[src/hdl/oft_pkg.sv]
// shared constants, operation codes and table address helper for the opponent table engine
package oft_pkg;

  localparam int MAX_TEAMS   = 16;
  localparam int ROUND_SLOTS = MAX_TEAMS - 1;
  localparam int TABLE_DEPTH = MAX_TEAMS * ROUND_SLOTS;
  localparam int ADDR_W      = $clog2(TABLE_DEPTH);
  localparam int TEAM_W      = 4;
  localparam int COUNT_W     = 5;
  localparam int COST_W      = 11;
  localparam int PATH_W      = 5;

  localparam logic [COUNT_W-1:0] TEAM_COUNT_RESET = 5'd16;
  localparam logic [COUNT_W-1:0] TEAM_COUNT_MIN   = 5'd4;
  localparam logic [COUNT_W-1:0] TEAM_COUNT_MAX   = COUNT_W'(MAX_TEAMS);

  typedef enum logic [1:0] {
    OP_LOAD  = 2'd0,
    OP_EVAL  = 2'd1,
    OP_CHECK = 2'd2,
    OP_SWAP  = 2'd3
  } op_t;

  function automatic logic [ADDR_W-1:0] table_addr(input logic [TEAM_W-1:0] t,
                                                   input logic [TEAM_W-1:0] r);
    logic [ADDR_W-1:0] row;
    row = ADDR_W'({t, 4'b0000}) - ADDR_W'(t);
    return row + ADDR_W'(r);
  endfunction

endpackage

[src/hdl/one_factor_table_engine_unit.sv]
// opponent table engine: load, cycle check, round swap and full table evaluation
//
// Usage: items arrive on in_valid/in_ready with operation, team, round_a, round_b
// and opponent_value; every item gives one result on out_valid/out_ready with
// cost_count, all_perfect, cycle_full and walk_error. The user must write team_count
// through cfg_write_en/cfg_write_data only while the block is idle; this is not enforced.
// The opponent table sits in one synchronous 240 x 4 memory, one read and one
// write per cycle, with a registered read. A load with round_a below 15 writes on
// the transfer edge and goes on through S_OUT to out_valid; out-of-range checks and
// swaps go to S_OUT likewise. A check walks the two-round cycle one step at a time,
// through S_MID and S_CUR (one memory read each half step). A swap walks it too,
// then exchanges the two round entries of each recorded team: read, read, write,
// write. An evaluation runs one walk per team and round pair, 1680 walks for sixteen
// teams. One item is in work at a time; in_ready is high only when idle. A finished
// result sits in the output register, so the next item is taken while it waits; a
// later result waits for that register to drain.
// Reset sets team_count to 16 and empties the output; table contents are
// undefined until loaded.
module one_factor_table_engine_unit (
  input  logic                          clk,
  input  logic                          rst,
  input  logic                          cfg_write_en,
  input  logic [oft_pkg::COUNT_W-1:0]   cfg_write_data,
  input  logic                          in_valid,
  output logic                          in_ready,
  input  logic [1:0]                    operation,
  input  logic [oft_pkg::TEAM_W-1:0]    team,
  input  logic [oft_pkg::TEAM_W-1:0]    round_a,
  input  logic [oft_pkg::TEAM_W-1:0]    round_b,
  input  logic [oft_pkg::TEAM_W-1:0]    opponent_value,
  output logic                          out_valid,
  input  logic                          out_ready,
  output logic [oft_pkg::COST_W-1:0]    cost_count,
  output logic                          all_perfect,
  output logic                          cycle_full,
  output logic                          walk_error
);

  typedef enum logic [3:0] {
    S_IDLE, S_WSTART, S_MID, S_CUR, S_WEND,
    S_SW_A, S_SW_B, S_SW_WA, S_SW_WB, S_OUT
  } state_t;

  typedef enum logic [1:0] {
    WALK_FULL, WALK_SHORT, WALK_FAIL
  } walk_res_t;

  state_t                        state;
  oft_pkg::op_t                  op_q;
  walk_res_t                     w_res;
  logic [oft_pkg::COUNT_W-1:0]   team_count;
  logic [oft_pkg::COUNT_W-1:0]   n_teams;
  logic [oft_pkg::COUNT_W-1:0]   n_rounds;

  logic [oft_pkg::TEAM_W-1:0]    w_start;
  logic [oft_pkg::TEAM_W-1:0]    w_cur;
  logic [oft_pkg::TEAM_W-1:0]    w_ra;
  logic [oft_pkg::TEAM_W-1:0]    w_rb;
  logic [oft_pkg::COUNT_W-1:0]   w_cnt;
  logic [oft_pkg::COUNT_W-1:0]   cnt_next;
  logic [oft_pkg::TEAM_W-1:0]    path [oft_pkg::MAX_TEAMS];
  logic [oft_pkg::PATH_W-1:0]    p_len;
  logic [oft_pkg::PATH_W-1:0]    sidx;
  logic [oft_pkg::TEAM_W-1:0]    sw_x;
  logic [oft_pkg::TEAM_W-1:0]    va;

  logic [oft_pkg::COST_W-1:0]    res_cost;
  logic                          res_perfect;
  logic                          res_full;
  logic                          res_err;

  logic [oft_pkg::TEAM_W-1:0]    table_mem [oft_pkg::TABLE_DEPTH];
  logic [oft_pkg::TEAM_W-1:0]    rd_data;
  logic [oft_pkg::ADDR_W-1:0]    rd_addr;
  logic                          wr_en;
  logic [oft_pkg::ADDR_W-1:0]    wr_addr;
  logic [oft_pkg::TEAM_W-1:0]    wr_data;

  logic                          accept;
  logic                          rd_bad;
  logic                          req_range_bad;

  assign in_ready = (state == S_IDLE);
  assign accept   = in_valid && in_ready;

  // teams in use, saturated to the supported range
  always_comb begin
    if (team_count < oft_pkg::TEAM_COUNT_MIN) begin
      n_teams = oft_pkg::TEAM_COUNT_MIN;
    end else if (team_count > oft_pkg::TEAM_COUNT_MAX) begin
      n_teams = oft_pkg::TEAM_COUNT_MAX;
    end else begin
      n_teams = team_count;
    end
  end

  assign n_rounds      = n_teams - 5'd1;
  assign rd_bad        = ({1'b0, rd_data} >= n_teams);
  assign cnt_next      = w_cnt + 5'd2;
  assign sw_x          = path[sidx[oft_pkg::TEAM_W-1:0]];
  assign req_range_bad = ({1'b0, team} >= n_teams) || ({1'b0, round_a} >= n_rounds) ||
                         ({1'b0, round_b} >= n_rounds);

  always_comb begin
    case (state)
      S_WSTART: rd_addr = oft_pkg::table_addr(w_cur, w_rb);
      S_MID:    rd_addr = oft_pkg::table_addr(rd_data, w_ra);
      S_CUR:    rd_addr = oft_pkg::table_addr(rd_data, w_rb);
      S_SW_A:   rd_addr = oft_pkg::table_addr(sw_x, w_ra);
      S_SW_B:   rd_addr = oft_pkg::table_addr(sw_x, w_rb);
      default:  rd_addr = '0;
    endcase
  end

  always_comb begin
    wr_en   = 1'b0;
    wr_addr = oft_pkg::table_addr(team, round_a);
    wr_data = opponent_value;
    case (state)
      S_IDLE: begin
        wr_en = accept && (oft_pkg::op_t'(operation) == oft_pkg::OP_LOAD) &&
                ({1'b0, round_a} < oft_pkg::COUNT_W'(oft_pkg::ROUND_SLOTS));
      end
      S_SW_WA: begin
        wr_en   = 1'b1;
        wr_addr = oft_pkg::table_addr(sw_x, w_ra);
        wr_data = rd_data;
      end
      S_SW_WB: begin
        wr_en   = 1'b1;
        wr_addr = oft_pkg::table_addr(sw_x, w_rb);
        wr_data = va;
      end
      default: begin
        wr_en = 1'b0;
      end
    endcase
  end

  // opponent table
  always_ff @(posedge clk) begin
    if (wr_en) begin
      table_mem[wr_addr] <= wr_data;
    end
    rd_data <= table_mem[rd_addr];
  end

  always_ff @(posedge clk) begin
    if (rst) begin
      state      <= S_IDLE;
      out_valid  <= 1'b0;
      team_count <= oft_pkg::TEAM_COUNT_RESET;
    end else begin
      if (cfg_write_en) begin
        team_count <= cfg_write_data;
      end
      if (out_valid && out_ready && (state != S_OUT)) begin
        out_valid <= 1'b0;
      end
      case (state)
        S_IDLE: begin
          if (accept) begin
            op_q     <= oft_pkg::op_t'(operation);
            res_cost <= '0;
            res_full <= 1'b0;
            case (oft_pkg::op_t'(operation))
              oft_pkg::OP_LOAD: begin
                res_perfect <= 1'b0;
                res_err     <= 1'b0;
                state       <= S_OUT;
              end
              oft_pkg::OP_EVAL: begin
                res_perfect <= 1'b1;
                res_err     <= 1'b0;
                w_start     <= '0;
                w_cur       <= '0;
                w_ra        <= '0;
                w_rb        <= 4'd1;
                state       <= S_WSTART;
              end
              default: begin
                res_perfect <= 1'b0;
                res_err     <= req_range_bad;
                if (req_range_bad) begin
                  state   <= S_OUT;
                end else begin
                  w_start <= team;
                  w_cur   <= team;
                  w_ra    <= round_a;
                  w_rb    <= round_b;
                  state   <= S_WSTART;
                end
              end
            endcase
          end
        end
        S_WSTART: begin
          w_cnt <= '0;
          p_len <= '0;
          state <= S_MID;
        end
        S_MID: begin
          if (rd_bad) begin
            w_res <= WALK_FAIL;
            state <= S_WEND;
          end else begin
            path[p_len[oft_pkg::TEAM_W-1:0]] <= rd_data;
            p_len <= p_len + 5'd1;
            state <= S_CUR;
          end
        end
        S_CUR: begin
          if (rd_bad) begin
            w_res <= WALK_FAIL;
            state <= S_WEND;
          end else begin
            path[p_len[oft_pkg::TEAM_W-1:0]] <= rd_data;
            p_len <= p_len + 5'd1;
            w_cnt <= cnt_next;
            if (rd_data == w_start) begin
              w_res <= (cnt_next == n_teams) ? WALK_FULL : WALK_SHORT;
              state <= S_WEND;
            end else if (cnt_next < n_teams) begin
              w_cur <= rd_data;
              state <= S_MID;
            end else begin
              w_res <= WALK_FAIL;
              state <= S_WEND;
            end
          end
        end
        S_WEND: begin
          case (op_q)
            oft_pkg::OP_EVAL: begin
              if (w_res == WALK_FULL) begin
                res_cost <= res_cost + 11'd1;
              end else begin
                res_perfect <= 1'b0;
                if (w_res == WALK_FAIL) begin
                  res_err <= 1'b1;
                end
              end
              // next team and round pair
              if (({1'b0, w_rb} + 5'd1) < n_rounds) begin
                w_cur <= w_start;
                w_rb  <= w_rb + 4'd1;
                state <= S_WSTART;
              end else if (({1'b0, w_ra} + 5'd2) < n_rounds) begin
                w_cur <= w_start;
                w_ra  <= w_ra + 4'd1;
                w_rb  <= w_ra + 4'd2;
                state <= S_WSTART;
              end else if (({1'b0, w_start} + 5'd1) < n_teams) begin
                w_start <= w_start + 4'd1;
                w_cur   <= w_start + 4'd1;
                w_ra    <= '0;
                w_rb    <= 4'd1;
                state   <= S_WSTART;
              end else begin
                state <= S_OUT;
              end
            end
            oft_pkg::OP_SWAP: begin
              if (w_res == WALK_FAIL) begin
                res_err <= 1'b1;
                state   <= S_OUT;
              end else begin
                res_full <= (w_res == WALK_FULL);
                sidx     <= '0;
                state    <= S_SW_A;
              end
            end
            oft_pkg::OP_CHECK: begin
              res_err  <= (w_res == WALK_FAIL);
              res_full <= (w_res == WALK_FULL);
              state    <= S_OUT;
            end
            default: begin
              state <= S_OUT;
            end
          endcase
        end
        S_SW_A: begin
          state <= S_SW_B;
        end
        S_SW_B: begin
          va    <= rd_data;
          state <= S_SW_WA;
        end
        S_SW_WA: begin
          state <= S_SW_WB;
        end
        S_SW_WB: begin
          if ((sidx + 5'd1) == p_len) begin
            state <= S_OUT;
          end else begin
            sidx  <= sidx + 5'd1;
            state <= S_SW_A;
          end
        end
        S_OUT: begin
          if (!out_valid || out_ready) begin
            cost_count  <= res_cost;
            all_perfect <= res_perfect;
            cycle_full  <= res_full;
            walk_error  <= res_err;
            out_valid   <= 1'b1;
            state       <= S_IDLE;
          end else begin
            out_valid   <= 1'b1;
          end
        end
        default: begin
          state <= S_IDLE;
        end
      endcase
    end
  end

endmodule
[config.mk]
export PLATFORM = sky130hd
export DESIGN_NAME = one_factor_table_engine_unit
export DESIGN_NICKNAME = d
export VERILOG_FILES = /design/src/hdl/oft_pkg.sv /design/src/hdl/one_factor_table_engine_unit.sv
export SDC_FILE = /design/constraint.sdc
export NUM_CORES = 2
export LEC_CHECK = 0
export BUFFER_PORTS_ARGS = -buffer_cell sky130_fd_sc_hd__buf_4
export CORE_UTILIZATION = 40
export DETAILED_ROUTE_END_ITERATION = 10
export PLACE_DENSITY_LB_ADDON = 0.15
export SLEW_MARGIN = 20
export SYNTH_ARGS = -nofsm -noshare
export SYNTH_HDL_FRONTEND = slang
export SYNTH_SLANG_ARGS = --single-unit
[constraint.sdc]
create_clock -name clk -period 8.5 [get_ports clk]
set_clock_uncertainty 0.15 [all_clocks]
set_input_delay 1.275 -clock clk [delete_from_list [all_inputs] [get_ports clk]]
set_output_delay 1.275 -clock clk [all_outputs]
set_load 0.01 [all_outputs]
* Word-level counts from Yosys, hierarchy flattened *
Memories as Yosys holds them, arrays and structs flattened. A register that Yosys moved wholly into a read port is not among the register bits.
Cells that the tools add are included.

storage, ports and cells
  bits in writable memories = 1024
  word-level logic and storage cells = 237
  register bits after elaboration = 77
  memories kept = 2

operators by class
  add/subtract/negate cells = 22
  equality and inequality tests = 43
  reduce and logical (&&, ||, !) cells = 38
  muxes and demuxes = 98
  bitwise gates (word level) = 2
  magnitude comparators = 11

memory list
  name       depth  width  rd ports  clocked after memory_dff  wr ports  line                                text
  table_mem  240    4      1         1                         1         one_factor_table_engine_unit.sv:72  logic [oft_pkg::TEAM_W-1:0] table_mem [oft_pkg::TABLE_DEPTH];
  path       16     4      1         1                         1         one_factor_table_engine_unit.sv:61  logic [oft_pkg::TEAM_W-1:0] path [oft_pkg::MAX_TEAMS];

operators by type and width
  cell                     count
  $mux W4                  34
  $pmux W4 S2              9
  $add A8 B4 Y8            6
  $pmux W4 S10             1
  $pmux W8 S5              1
  $mux W5                  7
  $mux W11                 3
  $sub A8 B4 Y8            4
  $ne A2 B2 Y1 const B     15
  $pmux W5 S2              3
  $reduce_and A5 Y1        5
  $mux W1                  22
  $pmux W11 S2             1
  $ge A4 B5 Y1             4
  $lt A5 B5 Y1             4
  $eq A4 B3 Y1 const B     4
  $pmux W8 S2              1
  $add A4 B1 Y4 const B    3
  $mux W3                  4
  $ne A4 B4 Y1 const B     3
  $pmux W4 S3              1
  $reduce_and A3 Y1        4
  $reduce_bool A2 Y1       6
  $add A11 B1 Y11 const B  1
  other kinds (39)         68

* Longest topological paths before layout *
  depth after elaboration = 11
  gate-level depth with buffers = 24

* Worst setup path before layout *
No wires, ideal clock.

  kind = flip-flop to flip-flop
  start = reg state[2]
  end = mem table_mem[0][2] (netlist bit), data pin
  period minus slack after synthesis = 5.279 ns
  data required time = 7.568 ns
  cell stages (with the launch flop) = 8
  data arrival time = 4.346 ns
  setup slack = 3.221 ns
  path buffers = 2
  cell sequence = dfxtp_1 clkbuf_1 clkbuf_1 nor3_1 and2_1 nor2_1 nand2_1 nand2_1

on the way
  longest elaborated chain between the ends = 2
  elaborated cells between the ends (all ways) = 3
  classes of those cells = eq/ne: 2; mux: 1

ends and longest elaborated chain
  element                                       line                                 text
  from (decl)                                   one_factor_table_engine_unit.sv:48   state_t state;
  from (signal assigned)                        one_factor_table_engine_unit.sv:150  state <= S_IDLE;
  from (signal assigned)                        one_factor_table_engine_unit.sv:170  state <= S_OUT;
  from (signal assigned)                        one_factor_table_engine_unit.sv:179  state <= S_WSTART;
  $eq A4 B4 Y1 or $eq A4 B3 Y1 (tied branches)  one_factor_table_engine_unit.sv:119  case (state)
  $pmux W4 S2 (*)                               one_factor_table_engine_unit.sv:119
  net wr_data, one bit                          one_factor_table_engine_unit.sv:77   logic [oft_pkg::TEAM_W-1:0] wr_data;
  to (decl)                                     one_factor_table_engine_unit.sv:72

The timed path passes the listed nets; every way through them passes the cells marked *.

==> impl_metrics.json <==
{
  "status": "finished clean",
  "syn_nets": 3773,
  "path_class": "flip-flop to flip-flop",
  "synthXorXnorAreaFrac_pct": 1.15,
  "crit_path_end_kind": "flip-flop",
  "first_iter_violations": 2654,
  "hold_class": "flip-flop to flip-flop",
  "grt_pass1_wl_um": 196000,
  "clk_pin_slew_ns": 0.06,
  "die_area_um2": 124000,
  "ys_seq_elements": 1108,
  "drc": 0,
  "synth_edf_count": 1090,
  "worstPathMaxFanout": 32,
  "num-fill-cells": 10764,
  "place_congestion": 0.834,
  "dpl.hpwl_um": 79800,
  "synthDistinctLibCells": 90,
  "r2r_setup_slack_ns": 1.13,
  "p_int_mw": 10.5,
  "antenna_found_initial": 0,
  "fin_setup_tns_ns": 0,
  "core-area_um2": 121000,
  "crit_required_ns": 8.90,
  "fin_util_pct": 45.5,
  "num_vias": 29830,
  "cts_resized": 0,
  "diodes": 0,
  "muxShareOfSynthArea_pct": 7.42,
  "hold_end": "all_perfect",
  "ctsHtreeMaxLevel": 3,
  "fin_cells": 5382,
  "synth_top_family_by_area": "simple AND/OR/NAND/NOR gates",
  "total_leakage_power_nw": 18.6,
  "rows": 127,
  "io-pin-count": 44,
  "cts_setup_buffers": 0,
  "crit_arrival_ns": 7.77,
  "irDropWorstVdd_mv": 0.176,
  "synth_fa_ha_area_share_pct": 1.91,
  "start_util_pct": 40.6,
  "min_period_ns": 7.37,
  "cts_buffers": 116,
  "syn_to_final_growth_pct": 12.0,
  "cts_sinks": 1108,
  "synth-main-ff-cell": "edfxtp_1",
  "yosys_warnings": 0,
  "numPlacedInstances": 5168,
  "r2r-end": "rd_data[1]",
  "syn_area_um2": 49000,
  "cts_tree": "yes",
  "place_area_um2": 51100,
  "avgSynthCellArea_um2": 13.3,
  "final_common_cell": "edfxtp_1",
  "tightest_slew_ns": 1.19,
  "min-delay-start": "res_perfect",
  "seq_area_frac_synth_pct": 67.6,
  "track_usage_pct": 21.2,
  "synthCells": 3675,
  "cts_max_path_buffers": 3,
  "fmax_mhz": 136,
  "synth-compound-area-share_pct": 6.55,
  "hold_slack_ns": 0.284,
  "wl_per_cell_um": 24.3,
  "startpoint_type": "flip-flop",
  "cap_violations": 0,
  "overflow": 0,
  "grt_max_degree": 187,
  "drive_above_1_share_pct": 12.1,
  "die_w_um": 352,
  "drv_slew": 0,
  "clock-root-buffer": "clkbuf_16",
  "layout_common_cells": "edfxtp_1, nand2_1, mux2i_1",
  "first_global_vias": 29493,
  "viasPerCell": 5.54,
  "finalWorstSetupSlack_ns": 1.13,
  "max-slew-margin-rel_pct": 20.7,
  "period_share_pct": 86.7,
  "combPwrFrac_pct": 25.9,
  "yosys.area_share.simple_pct": 12.9,
  "finish.instance_area_um2": 54800,
  "async_flop_share_pct": 0,
  "p_total_mw": 15.4,
  "switchingPower_mw": 4.92,
  "firstDrtPassIters": 8,
  "cts_hold_buf": 0,
  "powerDensity_nw_per_um2": 281,
  "power_frac_clock_pct": 32.8,
  "pre_cts_ws_ns": 1.15,
  "hold_depth": 0,
  "p_seq_share_pct": 41.3,
  "wl_um": 131000,
  "swShare_pct": 31.9,
  "finalHoldViolCount": 0,
  "ant_nets": 0,
  "r2r_cells": 17,
  "setup_viol": 0,
  "rsz0062_at_grt": "false",
  "worstSkewPairLatency_ns": 0.72,
  "die_y_um": 352,
  "layout.nets": 3772,
  "io_buffer_count": 43
}
worst max path at each step:
stage / startpoint / endpoint / slack (ns)
floorplan: state[2] / table_mem[0][2] / 3.22
global placement: flip-flop / rd_data[1] / 1.17
detailed placement: flip-flop / rd_data[1] / 1.15
CTS: flip-flop / rd_data[1] / 1.07
global route: flip-flop / rd_data[1] / 0.68
finish: flip-flop / rd_data[1] / 1.13
metal layers:
layer / part of all wire, % / global-route usage [%]
met5: 0 / 0
met4: 1.9 / 4.56
met2: 48 / 34.7
met3: 4.9 / 2.62
met1: 46 / 30.2
critical path, stage by stage (launching register included):
cell      delay [ns]
dfxtp_1         0.79
buf_4           0.30
mux4_1          0.57
nand2_1         0.08
and4_1          0.47
ha_1            0.58
xnor2_1         0.20
ha_1            0.35
a21oi_1         0.29
xnor2_1         0.14
a22o_1          0.37
o21ai_4         0.56
buf_4           0.58
o32ai_1         0.22
a221oi_1        0.56
mux2i_1         0.16
o211ai_1        0.65
nand4_1         0.15
final cells by class:
type | instances | area [µm²] | share of cell area, %
Sequential cell | 1108 | 33100 | 60.4
Multi-Input combinational cell | 2294 | 14800 | 27.0
Clock buffer | 143 | 3070 | 5.60
Tap cell | 1612 | 2020 | 3.68
Timing Repair Buffer | 108 | 981 | 1.79
Clock inverter | 71 | 689 | 1.26
Inverter | 46 | 173 | 0.315
synthesized netlist by cell type, types with 18 or more instances:
| cell type | number | area (µm²) |
|---|---|---|
| clkbuf_1 | 142 | 533 |
| o32ai_1 | 39 | 342 |
| buf_2 | 56 | 280 |
| mux2_2 | 45 | 507 |
| a31oi_1 | 77 | 482 |
| xnor2_1 | 30 | 263 |
| o211ai_1 | 31 | 233 |
| nor3_1 | 21 | 105 |
| ha_1 | 65 | 813 |
| inv_1 | 45 | 169 |
| xor2_1 | 29 | 254 |
| o21ai_0 | 38 | 190 |
| nor2_1 | 271 | 1020 |
| a21o_1 | 24 | 180 |
| nor2_2 | 59 | 369 |
| nand3_1 | 74 | 370 |
| edfxtp_1 | 1090 | 32700 |
| a21oi_1 | 40 | 200 |
| and3_1 | 188 | 1180 |
| a211oi_1 | 31 | 233 |
| dfxtp_1 | 18 | 360 |
| mux2i_1 | 273 | 2730 |
| nand2_1 | 679 | 2550 |
| a311oi_1 | 18 | 158 |
| a221oi_1 | 38 | 333 |
kinds of logic (layout without fill, tap and decap cells):
logic type	after synthesis	in the layout
AO/OA/AOI/OAI	433	433
XOR/XNOR	61	61
adder cells (fa/ha/maj)	72	72
buffers and inverters	273	368
flip-flops	1108	1108
multiplexers	336	336
AND/OR/NAND/NOR	1392	1392
flip-flops by register name, summed over array words and instances, names as in the netlist, 2 cells and up, named ones only:
name,count
table_mem,960
path,64
cost_count,11
res_cost,11
p_len,5
sidx,5
team_count,5
rd_data,4
state,4
va,4
w_cnt,4
w_cur,4
w_ra,4
w_rb,4
w_start,4
op_q,2
w_res,2
power by group through the flow:
stage | logic [mW] | registers, mW | clock network, mW
floorplan | 2.59 | 6.53 | 0
global placement | 4.01 | 6.49 | 0
detailed placement | 4.00 | 6.49 | 0
CTS | 4.01 | 6.38 | 5.15
global route | 4.31 | 6.38 | 5.34
finish | 3.99 | 6.38 | 5.06
No activity file was read; power rests on OpenSTA's default activity.
